### config.mk
export PLATFORM = sky130hd
export DESIGN_NAME = astm_frame_encoder
export DESIGN_NICKNAME = d
export VERILOG_FILES = /design/src/hw/rtl/afe_pkg.sv /design/src/hw/rtl/afe_front.sv /design/src/hw/rtl/afe_queue.sv /design/src/hw/rtl/afe_back.sv /design/src/hw/rtl/astm_frame_encoder.sv
export VERILOG_INCLUDE_DIRS = /design/src /design/src/hw/rtl
export SDC_FILE = /design/constraint.sdc
export NUM_CORES = 1
export LEC_CHECK = 0
export ABC_AREA = 1
export BUFFER_PORTS_ARGS = -buffer_cell sky130_fd_sc_hd__clkbuf_2
export CAP_MARGIN = 20
export CORE_AREA = 4 4 110 191
export CTS_CLUSTER_DIAMETER = 200
export CTS_CLUSTER_SIZE = 10
export DETAILED_ROUTE_END_ITERATION = 7
export DIE_AREA = 0 0 114 195
export GPL_TIMING_DRIVEN = 0
export PLACE_DENSITY_LB_ADDON = 0.1
export SETUP_SLACK_MARGIN = 0.05
export SYNTH_ARGS = -nofsm -noshare
export SYNTH_HDL_FRONTEND = slang
export SYNTH_SLANG_ARGS = --single-unit
### constraint.sdc
create_clock -name clock -period 4.7 [get_ports clock]
set_input_delay 0.705 -clock clock [delete_from_list [all_inputs] [get_ports clock]]
set_output_delay 0.705 -clock clock [all_outputs]
set_load 0.01 [all_outputs]
### src/hw/rtl/astm_frame_encoder_macros.svh
// Assertion macros used by the frame encoder queue.
// Depends on a clock named clock and a reset named reset in the using module.
`ifndef ASTM_FRAME_ENCODER_MACROS_SVH
`define ASTM_FRAME_ENCODER_MACROS_SVH

// Check a condition at every rising clock edge outside reset.
`define AFE_ASSERT(label, cond) \
   label: assert property (@(posedge clock) disable iff (reset) (cond)) \
      else $error("frame encoder check failed");

// Check that a trigger is followed in the next cycle by a consequence.
`define AFE_ASSERT_NEXT(label, trig, cons) \
   label: assert property (@(posedge clock) disable iff (reset) (trig) |=> (cons)) \
      else $error("frame encoder sequence check failed");

`endif

### src/hw/rtl/afe_pkg.sv
// Package of the ASTM frame encoder: opcodes, framing characters, frame command type.
// No dependencies; used by every module of the encoder.
package afe_pkg;

   localparam int FRAME_DATA_MAX = 240;
   localparam int FRAME_CAP_INT  = (FRAME_DATA_MAX < 2) ? 2 :
                                   ((FRAME_DATA_MAX > 255) ? 255 : FRAME_DATA_MAX);
   localparam logic [7:0] FRAME_CAP = 8'(FRAME_CAP_INT);

   localparam int QUEUE_DEPTH = 4;
   localparam int QPTR_W      = $clog2(QUEUE_DEPTH);
   localparam int QCNT_W      = $clog2(QUEUE_DEPTH + 1);

   localparam logic [7:0] CH_STX  = 8'h02;
   localparam logic [7:0] CH_ETX  = 8'h03;
   localparam logic [7:0] CH_ETB  = 8'h17;
   localparam logic [7:0] CH_CR   = 8'h0D;
   localparam logic [7:0] CH_LF   = 8'h0A;
   localparam logic [7:0] CH_ZERO = 8'h30;

   typedef enum logic [1:0] {
      OP_DATA = 2'd0,
      OP_EOR  = 2'd1,
      OP_SOM  = 2'd2
   } opcode_type;

   // One command per input item that yields bytes.
   typedef struct packed {
      logic       open;      // emit STX and frame digit first
      logic       has_data;  // emit the data byte
      logic       close;     // emit the trailer
      logic       term_etx;  // trailer ends in ETX, else ETB
      logic [2:0] digit;     // frame number
      logic [7:0] data;      // data byte
      logic [7:0] sum;       // checksum of the frame so far; final when close is set
   } cmd_type;

   typedef enum logic [3:0] {
      STEP_STX,
      STEP_DIGIT,
      STEP_DATA,
      STEP_CR1,
      STEP_TERM,
      STEP_HEXHI,
      STEP_HEXLO,
      STEP_CR2,
      STEP_LF
   } step_type;

endpackage

### src/hw/rtl/afe_front.sv
// Front end of the frame encoder: accepts input transactions, tracks frame state,
// and issues frame commands. Depends on afe_pkg.
module afe_front (
   input  logic                 clock,
   input  logic                 reset,
   input  logic                 req_valid,
   output logic                 req_ready,
   input  logic [1:0]           req_opcode,
   input  logic [7:0]           req_data_byte,
   output logic                 push_valid,
   output afe_pkg::cmd_type     push_cmd,
   input  logic                 push_ready
);

   logic [2:0] frame_number_ff, frame_number_in;
   logic [7:0] bytes_ff, bytes_in;
   logic [7:0] sum_ff, sum_in;
   logic       open_ff, open_in;

   logic       accept;
   logic       need_open;
   logic [7:0] base_sum;
   logic [7:0] data_sum;
   logic [7:0] count_next;
   logic       full;

   assign req_ready = push_ready;
   assign accept    = req_valid && push_ready;

   always_comb begin
      need_open  = !open_ff;
      base_sum   = need_open ? (afe_pkg::CH_ZERO + {5'd0, frame_number_ff}) : sum_ff;
      data_sum   = base_sum + req_data_byte;
      count_next = (need_open ? 8'd0 : bytes_ff) + 8'd1;
      full       = (count_next >= afe_pkg::FRAME_CAP);

      frame_number_in = frame_number_ff;
      bytes_in        = bytes_ff;
      sum_in          = sum_ff;
      open_in         = open_ff;
      push_valid      = 1'b0;

      push_cmd.open     = need_open;
      push_cmd.has_data = 1'b0;
      push_cmd.close    = 1'b0;
      push_cmd.term_etx = 1'b0;
      push_cmd.digit    = frame_number_ff;
      push_cmd.data     = req_data_byte;
      push_cmd.sum      = data_sum;

      case (req_opcode)
         afe_pkg::OP_DATA: begin
            push_valid        = accept;
            push_cmd.has_data = 1'b1;
            if (full) begin
               push_cmd.close = 1'b1;
               push_cmd.sum   = data_sum + afe_pkg::CH_CR + afe_pkg::CH_ETB;
            end
            if (accept) begin
               if (full) begin
                  frame_number_in = frame_number_ff + 3'd1;
                  bytes_in        = 8'd0;
                  sum_in          = 8'd0;
                  open_in         = 1'b0;
               end else begin
                  bytes_in = count_next;
                  sum_in   = data_sum;
                  open_in  = 1'b1;
               end
            end
         end
         afe_pkg::OP_EOR: begin
            push_valid        = accept;
            push_cmd.close    = 1'b1;
            push_cmd.term_etx = 1'b1;
            push_cmd.sum      = base_sum + afe_pkg::CH_CR + afe_pkg::CH_ETX;
            if (accept) begin
               frame_number_in = frame_number_ff + 3'd1;
               bytes_in        = 8'd0;
               sum_in          = 8'd0;
               open_in         = 1'b0;
            end
         end
         afe_pkg::OP_SOM: begin
            if (accept) begin
               frame_number_in = 3'd1;
               bytes_in        = 8'd0;
               sum_in          = 8'd0;
               open_in         = 1'b0;
            end
         end
         default: begin
            // drop unused opcode
         end
      endcase
   end

   always_ff @(posedge clock) begin
      if (reset) begin
         frame_number_ff <= 3'd1;
         bytes_ff        <= 8'd0;
         sum_ff          <= 8'd0;
         open_ff         <= 1'b0;
      end else begin
         frame_number_ff <= frame_number_in;
         bytes_ff        <= bytes_in;
         sum_ff          <= sum_in;
         open_ff         <= open_in;
      end
   end

endmodule

### src/hw/rtl/afe_queue.sv
// Command queue between front and back end of the frame encoder.
// Depends on afe_pkg and astm_frame_encoder_macros.svh.
`include "astm_frame_encoder_macros.svh"

module afe_queue (
   input  logic              clock,
   input  logic              reset,
   input  logic              push_valid,
   input  afe_pkg::cmd_type  push_cmd,
   output logic              push_ready,
   output logic              head_valid,
   output afe_pkg::cmd_type  head_cmd,
   input  logic              pop
);

   afe_pkg::cmd_type slot_ff [afe_pkg::QUEUE_DEPTH];
   logic [afe_pkg::QPTR_W-1:0] wr_ptr_ff, wr_ptr_in;
   logic [afe_pkg::QPTR_W-1:0] rd_ptr_ff, rd_ptr_in;
   logic [afe_pkg::QCNT_W-1:0] count_ff, count_in;
   logic do_push;
   logic do_pop;

   assign push_ready = (count_ff != afe_pkg::QCNT_W'(afe_pkg::QUEUE_DEPTH));
   assign head_valid = (count_ff != '0);
   assign head_cmd   = slot_ff[rd_ptr_ff];
   assign do_push    = push_valid && push_ready;
   assign do_pop     = pop && head_valid;

   always_comb begin
      wr_ptr_in = do_push ? afe_pkg::QPTR_W'(wr_ptr_ff + 1'b1) : wr_ptr_ff;
      rd_ptr_in = do_pop  ? afe_pkg::QPTR_W'(rd_ptr_ff + 1'b1) : rd_ptr_ff;
      count_in  = count_ff;
      if (do_push && !do_pop) begin
         count_in = count_ff + 1'b1;
      end else if (do_pop && !do_push) begin
         count_in = count_ff - 1'b1;
      end
   end

   always_ff @(posedge clock) begin
      if (reset) begin
         wr_ptr_ff <= '0;
         rd_ptr_ff <= '0;
         count_ff  <= '0;
      end else begin
         wr_ptr_ff <= wr_ptr_in;
         rd_ptr_ff <= rd_ptr_in;
         count_ff  <= count_in;
      end
   end

   always_ff @(posedge clock) begin
      if (do_push) begin
         slot_ff[wr_ptr_ff] <= push_cmd;
      end
   end

   `AFE_ASSERT(a_count_bound, count_ff <= afe_pkg::QCNT_W'(afe_pkg::QUEUE_DEPTH))
   `AFE_ASSERT(a_ptr_track, afe_pkg::QPTR_W'(wr_ptr_ff - rd_ptr_ff) == afe_pkg::QPTR_W'(count_ff))
   `AFE_ASSERT_NEXT(a_push_grows, do_push && !do_pop, count_ff == $past(count_ff) + 1'b1)
   `AFE_ASSERT_NEXT(a_pop_shrinks, do_pop && !do_push, count_ff == $past(count_ff) - 1'b1)

endmodule

### src/hw/rtl/afe_back.sv
// Back end of the frame encoder: expands frame commands into framed bytes and
// drives the registered result channel. Depends on afe_pkg.
module afe_back (
   input  logic              clock,
   input  logic              reset,
   input  logic              head_valid,
   input  afe_pkg::cmd_type  head_cmd,
   output logic              pop,
   output logic              rsp_valid,
   input  logic              rsp_ready,
   output logic [7:0]        rsp_out_byte,
   output logic              rsp_last
);

   function automatic logic [7:0] hex_char(input logic [3:0] nib);
      hex_char = (nib < 4'd10) ? (8'h30 + {4'd0, nib}) : (8'h37 + {4'd0, nib});
   endfunction

   logic               busy_ff, busy_in;
   afe_pkg::step_type  step_ff, step_in;
   afe_pkg::cmd_type   cmd_ff, cmd_in;
   logic               rsp_valid_ff, rsp_valid_in;
   logic [7:0]         rsp_byte_ff, rsp_byte_in;
   logic               rsp_last_ff, rsp_last_in;

   afe_pkg::cmd_type   act;
   afe_pkg::step_type  cur;
   afe_pkg::step_type  nxt;
   logic               act_valid;
   logic               done;
   logic [7:0]         byte_val;
   logic               out_ok;
   logic               fire;

   always_comb begin
      act       = busy_ff ? cmd_ff : head_cmd;
      act_valid = busy_ff || head_valid;

      if (busy_ff) begin
         cur = step_ff;
      end else if (head_cmd.open) begin
         cur = afe_pkg::STEP_STX;
      end else if (head_cmd.has_data) begin
         cur = afe_pkg::STEP_DATA;
      end else begin
         cur = afe_pkg::STEP_CR1;
      end

      nxt      = afe_pkg::STEP_STX;
      done     = 1'b0;
      byte_val = afe_pkg::CH_LF;
      case (cur)
         afe_pkg::STEP_STX: begin
            byte_val = afe_pkg::CH_STX;
            nxt      = afe_pkg::STEP_DIGIT;
         end
         afe_pkg::STEP_DIGIT: begin
            byte_val = afe_pkg::CH_ZERO + {5'd0, act.digit};
            nxt      = act.has_data ? afe_pkg::STEP_DATA : afe_pkg::STEP_CR1;
         end
         afe_pkg::STEP_DATA: begin
            byte_val = act.data;
            nxt      = afe_pkg::STEP_CR1;
            done     = !act.close;
         end
         afe_pkg::STEP_CR1: begin
            byte_val = afe_pkg::CH_CR;
            nxt      = afe_pkg::STEP_TERM;
         end
         afe_pkg::STEP_TERM: begin
            byte_val = act.term_etx ? afe_pkg::CH_ETX : afe_pkg::CH_ETB;
            nxt      = afe_pkg::STEP_HEXHI;
         end
         afe_pkg::STEP_HEXHI: begin
            byte_val = hex_char(act.sum[7:4]);
            nxt      = afe_pkg::STEP_HEXLO;
         end
         afe_pkg::STEP_HEXLO: begin
            byte_val = hex_char(act.sum[3:0]);
            nxt      = afe_pkg::STEP_CR2;
         end
         afe_pkg::STEP_CR2: begin
            byte_val = afe_pkg::CH_CR;
            nxt      = afe_pkg::STEP_LF;
         end
         afe_pkg::STEP_LF: begin
            byte_val = afe_pkg::CH_LF;
            done     = 1'b1;
         end
         default: begin
            done = 1'b1;
         end
      endcase

      out_ok = !rsp_valid_ff || rsp_ready;
      fire   = out_ok && act_valid;
      pop    = fire && !busy_ff;

      busy_in = fire ? !done : busy_ff;
      step_in = (fire && !done) ? nxt : step_ff;
      cmd_in  = pop ? head_cmd : cmd_ff;

      rsp_valid_in = fire ? 1'b1 : (rsp_ready ? 1'b0 : rsp_valid_ff);
      rsp_byte_in  = fire ? byte_val : rsp_byte_ff;
      rsp_last_in  = fire ? done : rsp_last_ff;
   end

   always_ff @(posedge clock) begin
      if (reset) begin
         busy_ff      <= 1'b0;
         step_ff      <= afe_pkg::STEP_STX;
         rsp_valid_ff <= 1'b0;
      end else begin
         busy_ff      <= busy_in;
         step_ff      <= step_in;
         rsp_valid_ff <= rsp_valid_in;
      end
   end

   always_ff @(posedge clock) begin
      cmd_ff      <= cmd_in;
      rsp_byte_ff <= rsp_byte_in;
      rsp_last_ff <= rsp_last_in;
   end

   assign rsp_valid    = rsp_valid_ff;
   assign rsp_out_byte = rsp_byte_ff;
   assign rsp_last     = rsp_last_ff;

endmodule

### src/hw/rtl/astm_frame_encoder.sv
// Top level of the ASTM style frame encoder: front end, command queue, back end.
// Depends on afe_pkg, afe_front, afe_queue and afe_back.
//
//  channel  dir  handshake              payload
//  req      in   req_valid/req_ready    req_opcode[1:0], req_data_byte[7:0]
//  rsp      out  rsp_valid/rsp_ready    rsp_out_byte[7:0], rsp_last
//
// The front end takes one input transaction per cycle while the four entry
// command queue has room. The back end sends one byte per cycle while the
// result channel takes it: one for a data byte, two more for an opening, six for
// a trailer. Start of message and unused opcodes yield no bytes.
// Reset is synchronous and active high; it empties the queue and returns the
// frame state to frame number 1 with no frame open.
// A stalled result channel holds the output register; input stalls once the
// queue fills.
module astm_frame_encoder (
   input  logic       clock,
   input  logic       reset,
   input  logic       req_valid,
   output logic       req_ready,
   input  logic [1:0] req_opcode,
   input  logic [7:0] req_data_byte,
   output logic       rsp_valid,
   input  logic       rsp_ready,
   output logic [7:0] rsp_out_byte,
   output logic       rsp_last
);

   // front end to queue
   logic              push_valid;
   logic              push_ready;
   afe_pkg::cmd_type  push_cmd;

   // queue to back end
   logic              head_valid;
   afe_pkg::cmd_type  head_cmd;
   logic              pop;

   // Classify each transaction and keep the running frame state.
   afe_front u_front (
      .clock         (clock),
      .reset         (reset),
      .req_valid     (req_valid),
      .req_ready     (req_ready),
      .req_opcode    (req_opcode),
      .req_data_byte (req_data_byte),
      .push_valid    (push_valid),
      .push_cmd      (push_cmd),
      .push_ready    (push_ready)
   );

   // Decouple the two sides so each can stall on its own.
   afe_queue u_queue (
      .clock      (clock),
      .reset      (reset),
      .push_valid (push_valid),
      .push_cmd   (push_cmd),
      .push_ready (push_ready),
      .head_valid (head_valid),
      .head_cmd   (head_cmd),
      .pop        (pop)
   );

   // Expand commands into the framed byte stream.
   afe_back u_back (
      .clock        (clock),
      .reset        (reset),
      .head_valid   (head_valid),
      .head_cmd     (head_cmd),
      .pop          (pop),
      .rsp_valid    (rsp_valid),
      .rsp_ready    (rsp_ready),
      .rsp_out_byte (rsp_out_byte),
      .rsp_last     (rsp_last)
   );

endmodule

After elaboration in Yosys (flattened, before gate mapping). Memories as Yosys holds them, arrays and structs flattened. A register that Yosys moved wholly into a read port is not among the register bits. Index checks and enable logic that the tools add are counted.

Add/sub/neg operators: 17. Magnitude comparators: 3. Muxes and demuxes: 44. Reductions and logical operators: 30. Equality and inequality tests: 15.

Operator list (number): $mux 8 (10); $pmux 8 s7 (1); $pmux 8 s2 (3); $pmux 4 s8 (1); $add 6x4->7 const A (4); $mux 22 (1); $mux 3 (6); $add 8x4->8 const B (2); $eq 4x3->1 const B (4); $add 6x3->7 const A (2); $mux 1 (13); $ne 2x1->1 const B (5); $pmux 3 s3 (1); $add 8x1->8 const B (1); $add 8x2->8 const B (1); $add 8x5->8 const B (1); $add 8x8->8 (1); $eq 4x2->1 const B (2); $ge 8x8->1 const B (1); $logic_and 1x1->1 (8); $lt 4x4->1 const B (2); $logic_not 1->1 (7); $reduce_or 7->1 (1); $add 3x1->3 const B (2); other kinds (18) (29).

Memories kept: 1. Memory bits (writable): 92. Register bits after elaboration: 64. Logic and storage cells: 128. Output and inout bits: 11. Input bits: 14.

Memories: u_queue.slot_ff (depth 4, width 23, rd ports 1, clocked after memory_dff 1, wr ports 1, line afe_queue.sv:16) `afe_pkg::cmd_type slot_ff [afe_pkg::QUEUE_DEPTH];`.

Logic depth before layout (Yosys ltp).
Word-level depth: 8. Mapped depth: 20. Gate-level depth less buffers: 17.

Hierarchy. From an unflattened synthesis, not the netlist that was laid out.

Cells, all modules: 846. Area, all modules: 7997.7 um2.

Modules (own cells, without submodules): afe_queue (cells each 290, area each 3927.5 um2, times used 1); afe_back (cells each 242, area each 2143.3 um2, times used 1); afe_front (cells each 314, area each 1926.8 um2, times used 1).

Worst setup path before layout. No wires, ideal clock.

Path type: in2reg. Start: input port req_opcode[1]. End: memory u_queue.slot_ff[0][0] in the netlist's numbering, enable pin. Arrival: 2.597 ns. Path slack: 1.700 ns. Cell stages on the path: 7. Library setup time: 0.403 ns. Path through: inv_1 ha_1 clkbuf_1 nor2_1 nor2_1 inv_1 nor2_1.

Longest elaborated chain between the ends: 6. Elaborated cells on any way between the ends: 7. Those cells by class: eq/ne (1); mux (3); reduce/logical (3).

RTL lines: start, declared (line astm_frame_encoder.sv:21) `input logic [1:0] req_opcode,`; $eq 2x1->1 / $logic_not 2->1 (equally long branches) (line afe_front.sv:51) `case (req_opcode)`; $reduce_or 2->1 (no source line) *; $mux 1 * (line afe_front.sv:51); $logic_and 1x1->1 * (line afe_queue.sv:26) `assign do_push = push_valid && push_ready;`; net u_queue.do_push (line afe_queue.sv:20) `logic do_push;`; $mux 1 * (line afe_queue.sv:53) `if (do_push) begin`; $mux 1 (implied by the code) * (line afe_queue.sv:54) `slot_ff[wr_ptr_ff] <= push_cmd;`; end, declared (line afe_queue.sv:16).

The timed path passes the listed nets; every way through them passes the cells marked *.

==> results.yml <==
status:
  status: "finished, final reports clean"
grt:
  grt_pass1_vias: 5916
  antenna_found_initial: 0
  grt_overflow_total: 0
  grt_pass1_wl_mm: 30.4
  grt_max_degree: 24
  grt.total_usage_pct: 17.9
yosys:
  synthDistinctLibCells: 43
  synth-async-reset-ratio_pct: 0
  yosys_warnings: 0
  yosysTopAreaCellShare_pct: 48.0
  synth_area_mm2: 0.00770
  yosys.cell_count.top_type: "nand2_1"
  synth_nets: 874
  synth_ff_type: "edfxtp_1"
  synth_area_leaders: "edfxtp_1 48%, nand2_1 12%, dfxtp_1 9.1%, nand3_1 4.4%, inv_1 4.1%"
  avgSynthCellArea_um2: 9.21
  synth_common_cells: "238 x nand2_1, 123 x edfxtp_1, 85 x inv_1"
  synth_cells: 836
  yosysSeqAreaShare_pct: 57.1
  synth-edff-count: 123
  yosys_register_bits: 158
  synth_top_cell_by_area: "edfxtp_1"
floorplan:
  io_pins: 25
  initial_utilization_pct: 39.3
  fp.dieH_um: 195
  std_cell_rows: 68
  die_area_mm2: 0.0222
  core_area_mm2: 0.0196
  die_x_um: 114
cells_and_area:
  postLayoutCoreUtil_pct: 44.9
  fin_nets: 919
  antennaDiodeCount: 0
  drive_gt1_share_pct: 10.9
  area_delta_synth_final_pct: 14.2
setup_path:
  crit_buf_inv: 4
  startpoint: "u_front.open_ff"
  worst-path-stages: 11
  crit_end: "u_queue.slot_ff[1][3]"
  r2r_end: "u_queue.slot_ff[1][3]"
  startpoint_type: "flop"
  worstRegToRegCells: 11
  setup.worst_path.class: "reg2reg"
  path_cells: "buf_6 > buf_6 > clkbuf_1 > o21ai_0 > ha_1 > fa_1 > xnor2_1 > inv_1 > ha_1 > o21ai_0 > o21ai_0"
  end_kind: "flop"
  crit_arrival_ns: 3.76
  crit_required_ns: 4.80
  ff2ff_setup_slack_ns: 1.04
  cpLargestDelayFamily: "adder cells"
  crit_top_cell: "o21ai_0"
  worst_path_largest_cell_delay_ns: 0.45
  cp_slowest_cell: "clkbuf_1"
  cp_max_fo: 10
  reg2reg_from: "u_front.open_ff"
routing:
  postRouteAntennaNets: 0
  vias: 5867
  drt-initial-drc-count: 332
  wl_per_cell_um: 16.9
  m1WireLength_mm: 7.07
  first_pass_iters: 6
  avgViaCountPerCell: 5.15
  top_layer_used: "met4"
  drc: 0
  dr_wl_met2_mm: 10.9
  dr_wl_met3_um: 712
  drt_wl_total_mm: 19.2
timing:
  fmax_ghz: 0.273
  final_hold_viol_count: 0
  maxSlewViolCount: 0
  setup_viol: 0
  holdWs_ns: 0.469
  maxSlewHeadroom_pct: 38.3
  tns_ns: 0
  rsz0062_at_grt: "false"
  finalCritPeriodShare_pct: 77.8
  tightest_slew_ns: 0.924
  period_minus_slack_ns: 3.66
  clock_skew_ns: 0.0172
placement:
  place_hpwl_mm: 14.4
  io_buffers: 23
  gp_congestion: 0.815
cts:
  cts_made_buffers: 17
  clkTransAtPathRegs_ns: 0.06
  root_buffer: "clkbuf_16"
  clock_latency_ns: 0.43
  cts_sinks: 158
  cts_tree: "built"
  h-tree-depth: 4
  cts_resized: 0
  clockBufferDepth: 2
  holdBufCountCts: 0
  post_cts_buffers: 0
worst_hold_path:
  min_path_type: "reg2reg"
pwr:
  power.density_mw_per_mm2: 579
  leakagePower_nw: 3.63
  peakVddDrop_uv: 350
run:
  drv_cap: 0
==> layout make-up <==
type / instances / area [µm²]
fillers: 1901 / 10800
flip-flops and latches: 158 / 4390
multi-input cells: 561 / 2820
clock buffers: 17 / 425
inverters: 89 / 339
well taps: 245 / 307
repair buffers: 26 / 173
clock inverters: 15 / 171
plain buffers: 28 / 164
==> routing by layer <==
layer / up-vias / global-route usage, %
li1: 2913 / -
met1: 2791 / 18.7
met2: 135 / 34.1
met3: 28 / 3.26
met4: 0 / 7.49
met5: - / 0
==> worst reg2reg max path, stage by stage, from the launching register on <==
cell and delay, ns:
dfxtp_1 0.32, buf_6 0.15, buf_6 0.17, clkbuf_1 0.45, o21ai_0 0.29, ha_1 0.30, fa_1 0.45, xnor2_1 0.37
inv_1 0.15, ha_1 0.29, o21ai_0 0.14, o21ai_0 0.24
==> flip-flops by register name, summed over array words and instances, names as in the netlist, 3 cells and up, named ones only <==
name                     cells
u_queue.slot_ff             92
u_back.cmd_ff               22
u_back.rsp_out_byte          8
u_front.bytes_ff             8
u_front.sum_ff               8
u_back.step_ff               4
u_front.frame_number_ff      3
u_queue.count_ff             3
==> worst min-delay path by stage <==
stage,endpoint,from,cells past startpoint,slack (ns)
2_1_floorplan,u_front.sum_ff[2],u_front.sum_ff[2],2,0.44
3_3_place_gp,u_front.sum_ff[2],u_front.sum_ff[2],2,0.45
3_5_place_dp,u_front.sum_ff[2],u_front.sum_ff[2],2,0.46
4_1_cts,u_front.sum_ff[2],u_front.sum_ff[2],2,0.47
5_1_grt,u_front.sum_ff[1],u_front.sum_ff[1],2,0.49
6_report,u_front.sum_ff[1],u_front.sum_ff[1],2,0.47
==> report_power, final <==
part | switching, mW | internal [mW]
combinational | 1.23 | 0.522
clock | 0.554 | 0.831
sequential | 0.0874 | 1.87
total | 1.87 | 3.22
==> layout by cell type, fill, tap and decap left out, types with 3 or more instances in the layout <==
master      synthesis  layout
a21o_1              4       4
a21oi_1            49      49
buf_2               8       8
buf_4               3       3
buf_6               5       5
bufinv_16           0       3
clkbuf_1           10      10
clkbuf_16           0      17
clkbuf_2            0      23
clkinv_1            0       3
clkinv_4            0       3
clkinvlp_4          0       4
dfxtp_1            35      35
edfxtp_1          123     123
ha_1               22      22
inv_1              85      85
nand2_1           238     238
nand2_2             4       4
nand3_1            68      68
nand3b_1            4       4
nand4_1            15      15
nor2_1             62      58
nor2_2              2       5
o21ai_0            47      47
o22ai_1            13      13
xor2_1              3       3
==> through the flow <==
stage	setup slack, ns	power [mW]	area (µm²)	cells
finish	1.04	5.09	8790	1139
global route	0.809	5.44	8790	1139
CTS	1.04	5.14	8790	1139
detailed placement	1.07	3.75	8190	1107
global placement	0.214	3.69	8120	1104
floorplan	1.70	3.18	7700	836
==> cells by family (layout without fill, tap and decap cells) <==
| kind of cell | Yosys count | in the layout | synth area share (%) |
|---|---|---|---|
| flops | 158 | 158 | 57.1 |
| compound gates | 127 | 127 | 9.15 |
| fa+ha+maj | 24 | 24 | 4.10 |
| xor+xnor | 5 | 5 | 0.569 |
| simple gates | 405 | 405 | 22.6 |
| buf+inv | 117 | 175 | 6.53 |
Power figures use the tool's default switching activity.
